## src/matrix_multiply_engine_top_defines.svh

```systemverilog
// assertion macros for the matrix multiply engine
// no dependencies; included by matrix_multiply_engine_top.sv, which carries the assertions
`ifndef MATRIX_MULTIPLY_ENGINE_TOP_DEFINES_SVH
`define MATRIX_MULTIPLY_ENGINE_TOP_DEFINES_SVH

`ifndef NO_ASSERTIONS
`define MME_ASSERT(lbl, clk, rst_n, prop, msg) \
  lbl: assert property (@(posedge clk) disable iff (!rst_n) prop) else $error(msg);
`define MME_ASSERT_ALWAYS(lbl, clk, prop, msg) \
  lbl: assert property (@(posedge clk) prop) else $error(msg);
`else
`define MME_ASSERT(lbl, clk, rst_n, prop, msg)
`define MME_ASSERT_ALWAYS(lbl, clk, prop, msg)
`endif

`endif

```

## src/mme_pkg.sv

```systemverilog
// shared types and constants of the matrix multiply engine
// no dependencies
`default_nettype none

package mme_pkg;

  localparam int DEF_MAX_DIM    = 8;
  localparam int DEF_ELEM_WIDTH = 16;

  localparam int DIM_W   = 4;   // width of a dimension register
  localparam int IDX_W   = 3;   // width of a row or column field
  localparam int VAL_W   = 16;  // width of the element field
  localparam int SUM_W   = 40;  // width of a product entry
  localparam int REQ_W   = 2;
  localparam int CFG_A_W = 2;

  localparam logic [DIM_W-1:0] DIM_RESET = 4'd8;

  typedef enum logic [REQ_W-1:0] {
    REQ_LOAD_A  = 2'd0,
    REQ_LOAD_B  = 2'd1,
    REQ_COMPUTE = 2'd2
  } req_t;

  typedef enum logic [CFG_A_W-1:0] {
    CFG_ROWS_A    = 2'd0,
    CFG_INNER_DIM = 2'd1,
    CFG_COLS_B    = 2'd2
  } cfg_idx_t;

  typedef enum logic [1:0] {
    ST_IDLE,
    ST_ISSUE,
    ST_WAIT
  } state_t;

  // control that travels with one multiply-accumulate step
  typedef struct packed {
    logic valid;
    logic first;
    logic last;
    logic zero;
  } mac_ctl_t;

endpackage

`default_nettype wire

```

## src/matrix_multiply_engine_top.sv

```systemverilog
// top level of the matrix multiply engine: element stores, sequencer, output register
// depends on mme_pkg, mme_mac and matrix_multiply_engine_top_defines.svh
`default_nettype none
`include "matrix_multiply_engine_top_defines.svh"

// Matrix multiply engine, C = A * B on signed Q8.8 elements. Load words (tuser
// REQ_LOAD_A or REQ_LOAD_B) write one element into the A or B store at row*MAX_DIM+col;
// a load whose row or column is at or above MAX_DIM is dropped.
// A compute word (tuser REQ_COMPUTE) streams every entry of C in row-major order as a
// Q24.16 sum, tlast on the final entry. Dimensions come from the config registers and
// saturate at MAX_DIM; a zero row or column count gives no output, a zero inner
// dimension gives all-zero entries. Each store is one single-port-write synchronous
// memory read at one address per cycle, so an entry reads its inner terms one after
// another and its sum then passes through the read, multiply and accumulate registers;
// a finished entry waits in the sequencer while the output register is still full.
// No word is accepted while a compute is running; the output register lets the
// next word in while the final entry still waits to be taken. Loads and reads never
// share a cycle, so the stores need no forwarding. Unwritten entries read as garbage.
module matrix_multiply_engine_top
  import mme_pkg::*;
#(
  parameter int MAX_DIM    = DEF_MAX_DIM,
  parameter int ELEM_WIDTH = DEF_ELEM_WIDTH
) (
  input  wire logic               clk,
  input  wire logic               rst_n,
  // input word channel
  input  wire logic               in_tvalid,
  output logic                    in_tready,
  input  wire logic [23:0]        in_tdata,   // elem_row[2:0], elem_col[5:3], elem_value[21:6]
  input  wire logic [REQ_W-1:0]   in_tuser,   // req_type[1:0]
  // result word channel
  output logic                    out_tvalid,
  input  wire logic               out_tready,
  output logic [47:0]             out_tdata,  // out_row[2:0], out_col[5:3], dot_sum[45:6]
  output logic                    out_tlast,
  // config write port
  input  wire logic               cfg_we,
  input  wire logic [CFG_A_W-1:0] cfg_addr,
  input  wire logic [DIM_W-1:0]   cfg_wdata
);

  localparam int DEPTH = MAX_DIM * MAX_DIM;
  localparam int AW    = (DEPTH > 1) ? $clog2(DEPTH) : 1;
  localparam int IW    = (MAX_DIM > 1) ? $clog2(MAX_DIM) : 1;
  localparam logic [DIM_W-1:0] MAXD = DIM_W'(MAX_DIM);

  // config registers
  logic [DIM_W-1:0] rows_a_r, inner_dim_r, cols_b_r;
  logic [DIM_W-1:0] nr, nk, nc, nk_eff;

  // sequencer
  state_t           state_r, state_nxt;
  logic [IW-1:0]    r_r, r_nxt, c_r, c_nxt, k_r, k_nxt;
  logic             k_last, r_last, c_last, entry_last;
  logic             sum_ok, out_free, out_load;
  logic             pend_r, pend_nxt;
  mac_ctl_t         beat, beat_s1_r;

  // input word fields
  logic [IDX_W-1:0]         in_row, in_col;
  logic signed [VAL_W-1:0]  in_val;
  logic                     in_acc, idx_ok, a_we, b_we;
  logic [AW-1:0]            wr_addr, a_addr, b_addr;
  logic [ELEM_WIDTH-1:0]    wr_data;

  // element stores
  logic [ELEM_WIDTH-1:0]    a_mem [DEPTH];
  logic [ELEM_WIDTH-1:0]    b_mem [DEPTH];
  logic [ELEM_WIDTH-1:0]    a_rd_r, b_rd_r;

  // mac
  logic [SUM_W-1:0]         mac_sum;
  logic                     mac_done;

  // output register
  logic                     out_valid_r, out_valid_nxt;
  logic [IDX_W-1:0]         out_row_r, out_col_r;
  logic [SUM_W-1:0]         out_sum_r;
  logic                     out_last_r;

  assign in_row = in_tdata[2:0];
  assign in_col = in_tdata[5:3];
  assign in_val = $signed(in_tdata[21:6]);

  always_ff @(posedge clk) begin
    if (!rst_n) begin
      rows_a_r    <= DIM_RESET;
      inner_dim_r <= DIM_RESET;
      cols_b_r    <= DIM_RESET;
    end else if (cfg_we) begin
      case (cfg_idx_t'(cfg_addr))
        CFG_ROWS_A:    rows_a_r    <= cfg_wdata;
        CFG_INNER_DIM: inner_dim_r <= cfg_wdata;
        CFG_COLS_B:    cols_b_r    <= cfg_wdata;
        default: ;
      endcase
    end
  end

  // dimensions saturate at the store size
  assign nr     = (rows_a_r > MAXD) ? MAXD : rows_a_r;
  assign nk     = (inner_dim_r > MAXD) ? MAXD : inner_dim_r;
  assign nc     = (cols_b_r > MAXD) ? MAXD : cols_b_r;
  assign nk_eff = (nk == '0) ? DIM_W'(1) : nk;

  assign k_last     = (DIM_W'(k_r) == nk_eff - DIM_W'(1));
  assign r_last     = (DIM_W'(r_r) == nr - DIM_W'(1));
  assign c_last     = (DIM_W'(c_r) == nc - DIM_W'(1));
  assign entry_last = r_last && c_last;

  assign in_tready = (state_r == ST_IDLE);
  assign in_acc    = in_tvalid && in_tready;
  assign out_free  = !out_valid_r || out_tready;
  assign sum_ok    = mac_done || pend_r;

  // next state
  always_comb begin
    state_nxt = state_r;
    case (state_r)
      ST_IDLE: begin
        if (in_acc && (req_t'(in_tuser) == REQ_COMPUTE) && (nr != '0) && (nc != '0)) begin
          state_nxt = ST_ISSUE;
        end
      end
      ST_ISSUE: begin
        if (k_last) begin
          state_nxt = ST_WAIT;
        end
      end
      ST_WAIT: begin
        if (sum_ok && out_free) begin
          state_nxt = entry_last ? ST_IDLE : ST_ISSUE;
        end
      end
      default: state_nxt = ST_IDLE;
    endcase
  end

  // sequencer outputs and counters
  always_comb begin
    r_nxt    = r_r;
    c_nxt    = c_r;
    k_nxt    = k_r;
    beat     = '0;
    out_load = 1'b0;
    case (state_r)
      ST_IDLE: begin
        r_nxt = '0;
        c_nxt = '0;
        k_nxt = '0;
      end
      ST_ISSUE: begin
        beat.valid = 1'b1;
        beat.first = (k_r == '0);
        beat.last  = k_last;
        beat.zero  = (nk == '0);
        k_nxt      = k_last ? '0 : k_r + IW'(1);
      end
      ST_WAIT: begin
        if (sum_ok && out_free) begin
          out_load = 1'b1;
          if (c_last) begin
            c_nxt = '0;
            r_nxt = r_r + IW'(1);
          end else begin
            c_nxt = c_r + IW'(1);
          end
        end
      end
      default: ;
    endcase
  end

  // a finished sum that cannot leave yet is held in the mac accumulator
  assign pend_nxt = out_load ? 1'b0 : (mac_done ? 1'b1 : pend_r);

  always_ff @(posedge clk) begin
    if (!rst_n) begin
      state_r   <= ST_IDLE;
      r_r       <= '0;
      c_r       <= '0;
      k_r       <= '0;
      pend_r    <= 1'b0;
      beat_s1_r <= '0;
    end else begin
      state_r   <= state_nxt;
      r_r       <= r_nxt;
      c_r       <= c_nxt;
      k_r       <= k_nxt;
      pend_r    <= pend_nxt;
      beat_s1_r <= beat;
    end
  end

  // load path
  assign idx_ok  = (DIM_W'(in_row) < MAXD) && (DIM_W'(in_col) < MAXD);
  assign a_we    = in_acc && idx_ok && (req_t'(in_tuser) == REQ_LOAD_A);
  assign b_we    = in_acc && idx_ok && (req_t'(in_tuser) == REQ_LOAD_B);
  assign wr_addr = AW'(32'(in_row) * MAX_DIM + 32'(in_col));
  assign wr_data = ELEM_WIDTH'(in_val);

  // read path: A by row and inner index, B by inner index and column
  assign a_addr = AW'(32'(r_r) * MAX_DIM + 32'(k_r));
  assign b_addr = AW'(32'(k_r) * MAX_DIM + 32'(c_r));

  always_ff @(posedge clk) begin
    if (a_we) begin
      a_mem[wr_addr] <= wr_data;
    end
    a_rd_r <= a_mem[a_addr];
  end

  always_ff @(posedge clk) begin
    if (b_we) begin
      b_mem[wr_addr] <= wr_data;
    end
    b_rd_r <= b_mem[b_addr];
  end

  mme_mac #(
    .ELEM_WIDTH (ELEM_WIDTH)
  ) u_mac (
    .clk    (clk),
    .rst_n  (rst_n),
    .ctl_i  (beat_s1_r),
    .a_i    ($signed(a_rd_r)),
    .b_i    ($signed(b_rd_r)),
    .sum_o  (mac_sum),
    .done_o (mac_done)
  );

  // output register
  assign out_valid_nxt = out_load ? 1'b1 : (out_tready ? 1'b0 : out_valid_r);

  always_ff @(posedge clk) begin
    if (!rst_n) begin
      out_valid_r <= 1'b0;
    end else begin
      out_valid_r <= out_valid_nxt;
    end
  end

  always_ff @(posedge clk) begin
    if (out_load) begin
      out_row_r  <= IDX_W'(r_r);
      out_col_r  <= IDX_W'(c_r);
      out_sum_r  <= mac_sum;
      out_last_r <= entry_last;
    end
  end

  assign out_tvalid = out_valid_r;
  assign out_tdata  = {2'b00, out_sum_r, out_col_r, out_row_r};
  assign out_tlast  = out_last_r;

  // a sum completes only while the sequencer waits for it
  `MME_ASSERT(a_done_in_wait, clk, rst_n, mac_done |-> (state_r == ST_WAIT), "sum done outside wait")
  // a second sum never lands on one not yet delivered
  `MME_ASSERT(a_no_double_sum, clk, rst_n, mac_done |-> !pend_r, "sum overwritten before delivery")
  // no entry starts while a finished sum is still held
  `MME_ASSERT(a_issue_clean, clk, rst_n, (state_r == ST_ISSUE) |-> !pend_r, "issue with pending sum")
  // inner index stays inside the active dimension
  `MME_ASSERT(a_k_range, clk, rst_n, (state_r == ST_ISSUE) |-> (DIM_W'(k_r) < nk_eff), "inner index out of range")
  // stores are never written during a compute
  `MME_ASSERT(a_no_load_busy, clk, rst_n, (a_we || b_we) |-> (state_r == ST_IDLE), "store write while busy")

endmodule

`default_nettype wire

```

## src/mme_mac.sv

```systemverilog
// two-stage multiply-accumulate for one product entry
// depends on mme_pkg
`default_nettype none

module mme_mac
  import mme_pkg::*;
#(
  parameter int ELEM_WIDTH = DEF_ELEM_WIDTH
) (
  input  wire logic                         clk,
  input  wire logic                         rst_n,
  input  wire mac_ctl_t                     ctl_i,
  input  wire logic signed [ELEM_WIDTH-1:0] a_i,
  input  wire logic signed [ELEM_WIDTH-1:0] b_i,
  output logic             [SUM_W-1:0]      sum_o,
  output logic                              done_o
);

  logic signed [2*ELEM_WIDTH-1:0] prod_r;
  mac_ctl_t                       ctl_p_r;
  logic        [SUM_W-1:0]        prod_ext;
  logic        [SUM_W-1:0]        acc_r;
  logic                           done_r;

  // sign extend or wrap the product to the sum width
  assign prod_ext = SUM_W'(prod_r);

  always_ff @(posedge clk) begin
    if (ctl_i.zero) begin
      prod_r <= '0;
    end else begin
      prod_r <= a_i * b_i;
    end
    if (ctl_p_r.valid) begin
      if (ctl_p_r.first) begin
        acc_r <= prod_ext;
      end else begin
        acc_r <= acc_r + prod_ext;
      end
    end
  end

  always_ff @(posedge clk) begin
    if (!rst_n) begin
      ctl_p_r <= '0;
      done_r  <= 1'b0;
    end else begin
      ctl_p_r <= ctl_i;
      done_r  <= ctl_p_r.valid & ctl_p_r.last;
    end
  end

  assign sum_o  = acc_r;
  assign done_o = done_r;

endmodule

`default_nettype wire
```

## config.mk

```make
export PLATFORM = sky130hd
export DESIGN_NAME = matrix_multiply_engine_top
export DESIGN_NICKNAME = d
export VERILOG_FILES = /design/src/mme_pkg.sv /design/src/matrix_multiply_engine_top.sv /design/src/mme_mac.sv
export VERILOG_INCLUDE_DIRS = /design/src /design/src/src
export SDC_FILE = /design/constraint.sdc
export NUM_CORES = 2
export LEC_CHECK = 0
export BUFFER_PORTS_ARGS = -buffer_cell sky130_fd_sc_hd__buf_2
export CAP_MARGIN = 10
export CORE_MARGIN = 1
export CORE_UTILIZATION = 60
export DETAILED_ROUTE_END_ITERATION = 7
export GPL_TIMING_DRIVEN = 1
export PLACE_DENSITY = 0.77
export SETUP_SLACK_MARGIN = 0.4
export SYNTH_ARGS = -nofsm -noshare
export SYNTH_HDL_FRONTEND = slang
export SYNTH_SLANG_ARGS = --single-unit
```

## constraint.sdc

```tcl
create_clock -name clk -period 7.4 [get_ports clk]
set_clock_uncertainty 0.2 [all_clocks]
set_input_delay 0 -clock clk [delete_from_list [all_inputs] [get_ports clk]]
set_output_delay 0 -clock clk [all_outputs]
set_load 0.03 [all_outputs]
```

# Word level (Yosys, flattened, before mapping)
# Memory sizes are Yosys's and may differ from the RTL's. A register that Yosys moved wholly into a read port is not among the register bits.
# Index checks and enable logic that the tools add are counted.
# word_totals
latch_bits	0
word_cells	110
out_inout_bits	51
n_memories	2
regBits	152
ramBits	2048
romBits	0
# memory_table
name	words	width	read_ports	rd_clocked_by_memory_dff	wr	line_no	text
a_mem	64	16	1	1	1	matrix_multiply_engine_top.sv:68	logic [ELEM_WIDTH-1:0] a_mem [DEPTH];
b_mem	64	16	1	1	1	matrix_multiply_engine_top.sv:69	logic [ELEM_WIDTH-1:0] b_mem [DEPTH];
# op_classes
reduce_logical	29
n_lt_le_gt_ge	3
n_eq_ne	13
n_mux	27
n_div	0
bitwise	2
mul	1
add_sub_neg	10
shift	0
# op_table
cell	count
40-bit adder	1
40-bit 2-to-1 mux	1
16-bit by 16-bit multiplier with 32-bit output	1
4-bit 2-to-1 mux	5
6-bit by 3-bit adder with 6-bit output	3
3-bit one-hot mux with 2 select lines	3
3-bit 2-to-1 mux	5
3-bit by 4-bit equality test with 1-bit output	3
4-bit greater-than comparator, second input constant	3
4-bit by 1-bit subtractor with 4-bit output, second input constant	3
2-bit AND reduction	5
3-bit by 1-bit adder with 3-bit output, second input constant	3
1-bit 2-to-1 mux	9
1-bit logical AND	8
4-bit nonzero test	2
2-bit by 1-bit equality test with 1-bit output, second input constant	3
2-bit equality test, second input constant	3
2-bit logical NOT	3
2-bit 2-to-1 mux	3
2-bit != test, second input constant	3
2-bit one-hot mux with 3 select lines	1
3-bit AND reduction	2
2-bit nonzero test	3
4-bit logical NOT	1
7 further kinds	8

# Logic depth before layout (Yosys ltp)
# logic_depth
ltp_word	8
mapped_depth	23
depth_no_buf	22

# Hierarchy
# Synthesis repeated with hierarchy kept, for this count alone.
# unflattened
cells_unflattened	5284
hier_area_um2	96560.1
# by_module_without_submodules
mod	cells_per_inst	area_each_um2	n_inst
matrix_multiply_engine_top	3672	81917.3	1
mme_mac	1612	14642.8	1

# Least setup slack after synthesis
# No wires, ideal clock.
# synth_path
path_type	register to register
from	register a_rd_r[15] (read register of a_mem)
to	register u_mac.prod_r[29]
t_arrival_ns	5.690
period_less_slack_ns	6.018
t_required_ns	7.072
n_path_buf	1
setup_ns	0.128
path_slack_ns	1.382
stages_incl_launch_ff	20
path_cell_list	dfxtp_1 clkbuf_1 nand2_1 inv_1 fa_1 fa_1 fa_1 fa_1 fa_1 inv_1 fa_1 inv_1 ha_1 o21a_1 o21ai_0 o21ai_0 a31o_2 a211oi_1 xor2_1 nor2_1
# synth_via
elab_chain_cells	1
# synth_lines
element	line_no	text
from (decl)	matrix_multiply_engine_top.sv:70	logic [ELEM_WIDTH-1:0] a_rd_r, b_rd_r;
16-bit by 16-bit multiplier with 32-bit output	mme_mac.sv:32	prod_r <= a_i * b_i;
to (signal assigned)	mme_mac.sv:32	
to (decl)	mme_mac.sv:19	logic signed [2*ELEM_WIDTH-1:0] prod_r;
# Every way passes these cells.
# A chain may end at the register's enable or synchronous reset.

# Worst setup path after layout
# layout_path
from	register b_rd_r[2] (read register of b_mem)
to	register u_mac.prod_r[31]
# layout_via
elab_chain_cells	1
# layout_lines
element	line_no
from (decl)	matrix_multiply_engine_top.sv:70
16-bit by 16-bit multiplier with 32-bit output	mme_mac.sv:32
# Every way passes these cells.

==> flow_summary.yaml <==
run_status:
  status: "finished, final reports clean"
placed_design:
  io_buffers: 83
  gp_congestion: 0.862
  dp_cells: 6955
  hpwl_um: 127000
synth:
  avgSynthCellArea_um2: 19.7
  yosysTopAreaCellShare_pct: 66.8
  synth_most_common_cell: "edfxtp_1"
  yosys-top-cells-area: "edfxtp_1 (67%), mux4_2 (16%), fa_1 (5.5%)"
  synth_top_cell_by_area: "edfxtp_1"
  yosysUniqueCellTypes: 61
  netlist_area_mm2: 0.0959
  synth-edff-count: 2135
  synth_commonest_cells: "edfxtp_1 (2135), mux4_2 (672), inv_1 (315)"
  synthArstFlopShare_pct: 0
  ys_seq_area_share_pct: 68.9
  synthFlopType: "edfxtp_1"
  synth_seq_cells: 2232
  yosysWarnings: 0
  synthCells: 4858
floorplan:
  rows: 146
  chipHeight_um: 402
  die_w_um: 402
  core_mm2: 0.159
  die-area_mm2: 0.161
  ios: 88
  start_util_pct: 60.5
routing:
  finalWirelength_um: 231000
  drc: 0
  firstDrtPassIters: 6
  drt-initial-drc-count: 6752
  post_drt_via_cell_ratio: 6.56
  ant_nets: 0
  vias: 48700
  wl_per_cell_um: 31.1
grt:
  grt_pass1_vias: 49800
  track_usage_pct: 29.2
  gr-total-overflow: 0
  grt_max_degree: 138
  grt_pass1_wl_um: 337000
  antenna_found_initial: 20
clock_tree:
  cts_resized: 0
  cts_tree: "yes"
  cts_buffers: 211
  insertion_delay_ns: 0.89
  cts-htree-levels: 4
  cts_sinks: 2232
  clk_pin_slew_worst_paths_ns: 0.06
  cts_buffer_depth: 3
  clock-root-buffer: "clkbuf_16"
finish:
  drive_gt1_share_pct: 23.2
  nets: 5599
  fin_cells: 7429
  fill_cells: 9582
  post-route-util_pct: 67.5
  syn2layout_area_growth_pct: 11.6
critical_path:
  crit_fanout: 16
  required_ns: 7.90
  path_cells: "nand2_1 -> inv_1 -> fa_1 -> fa_1 -> fa_1 -> fa_1 -> fa_1 -> inv_1 -> fa_1 -> inv_1 -> ha_1 -> o21a_1 -> o21ai_0 -> o21ai_0 -> a31o_2 -> a21oi_1 -> mux2i_1 -> o211ai_1"
  rr_worst_depth: 18
  arrival_ns: 7.12
  cp-end-kind: "flip-flop"
  path_class: "flip-flop to flip-flop"
  crit_path_start_kind: "flip-flop"
  crit_slowest_cell: "fa_1"
  critPathMaxStageDelay_ns: 0.90
  cpMostUsedCell: "fa_1"
power:
  report.power.total_mw: 29.0
  leakage_nw: 35.3
  power.density_mw_per_mm2: 271
  peakVddDrop_v: 0.000302
timing:
  fmax_ghz: 0.151
  final-setup-viol-count: 0
  tns_ns: 0
  rsz0062_at_grt: "false"
  hold_viol_final: 0
  tightest_slew_ns: 1.28
  slew_headroom_pct: 14.8
  drv_slew: 0
  fin_crit_sh_pct: 89.5
  min_period_ns: 6.62
hold_path:
  worstHoldPathType: "input port to flip-flop"
  whs_path_depth: 2
run:
  maxCapViolCount: 0
-- worst paths after layout --
check                                        startpoint                          end  slack, ns
worst max-delay path                  b_rd_r[2]$_DFF_P_  u_mac.prod_r[31]$_SDFF_PP0_       0.78
worst min-delay path                       in_tdata[14]       a_mem[61][8]$_DFFE_PP_       0.04
worst max register to register        b_rd_r[2]$_DFF_P_  u_mac.prod_r[31]$_SDFF_PP0_       0.78
worst min register to register  beat_s1_r[1]$_SDFF_PN0_  u_mac.ctl_p_r[1]$_SDFF_PN0_       0.24
-- metal layers --
metal	vias to the layer above	routed length (µm)	global-route usage [%]	part of all wire, %
met4	18	8390	10.4	3.6
met1	25400	84100	40.1	36
met2	3121	113000	47.0	49
met3	508	26100	6.05	11
li1	19700	-	-	-
met5	-	114	0	0.049
-- state kept, by name, summed over array words and instances, names as in the netlist, 16 cells and up --
name          flops
u_mac.sum_o      40
b_rd_r           16
a_mem          1024
a_rd_r           16
out_sum_r        40
u_mac.prod_r     32
b_mem          1024
-- per-stage QoR --
step | instance area, µm² | worst slack, ns | hold WS, ns
after detailed placement | 99400 | 0.871 | 0.0664
after global routing | 107000 | 0.425 | 0.0513
after global placement | 99400 | 0.868 | 0.0690
final | 107000 | 0.777 | 0.0371
after CTS | 107000 | 0.824 | 0.00540
after floorplan | 95900 | 1.38 | -0.101
-- layout by cell type (no fill, tap or decap), types with 129 or more instances in the layout --
cell          n
buf_4       165
ha_1        129
clkbuf_16   211
fa_1        263
nor2_1      198
nand2_1     192
mux4_2      672
and2_1      142
edfxtp_1   2135
inv_1       314
-- power by group --
group,internal (mW),total [mW],switching (mW)
Sequential,14.0,14.1,0.0986
Clock,5.86,10.7,4.82
Combinational,1.81,4.17,2.35
Total,21.7,29.0,7.27
-- worst max-delay path, delay by kind of cell, from the launching register on --
family | cells | cell delay [ns]
adder cells (fa/ha/maj) | 7 | 3.79
AO/OA/AOI/OAI | 6 | 1.10
flip-flops | 1 | 0.73
buffers and inverters | 3 | 0.21
AND/OR/NAND/NOR | 1 | 0.20
multiplexers | 1 | 0.20
-- layout make-up --
cell class / instances / area (µm²) / area share [%]
clock inverter: 128 / 1320 / 1.23
tap: 2072 / 2590 / 2.42
clock buffer: 267 / 5530 / 5.17
inverter: 316 / 1190 / 1.11
antenna: 5 / 12.5 / 0.0117
sequential: 2232 / 66100 / 61.7
multi-input combinational: 2093 / 27800 / 25.9
timing repair buffer: 316 / 2560 / 2.40
-- what timing repair did --
action,CTS,global route
setup buffers,0,0
hold endpoints to repair,3191,0
hold buffers,74,0
-- cell families (layout without fill, tap and decap cells) --
kind of cell    Yosys count  after routing  share of synthesized area, %
compound gates          243            243                          1.57
xor+xnor                 73             73                         0.667
fa+ha+maj               392            392                          7.17
buf+inv                 534           1027                          2.22
flops                  2232           2232                          68.9
mux                     698            698                          16.1
other cells               1              7                       0.00391
simple gates            685            685                          3.44
Power figures use the tool's default switching activity.
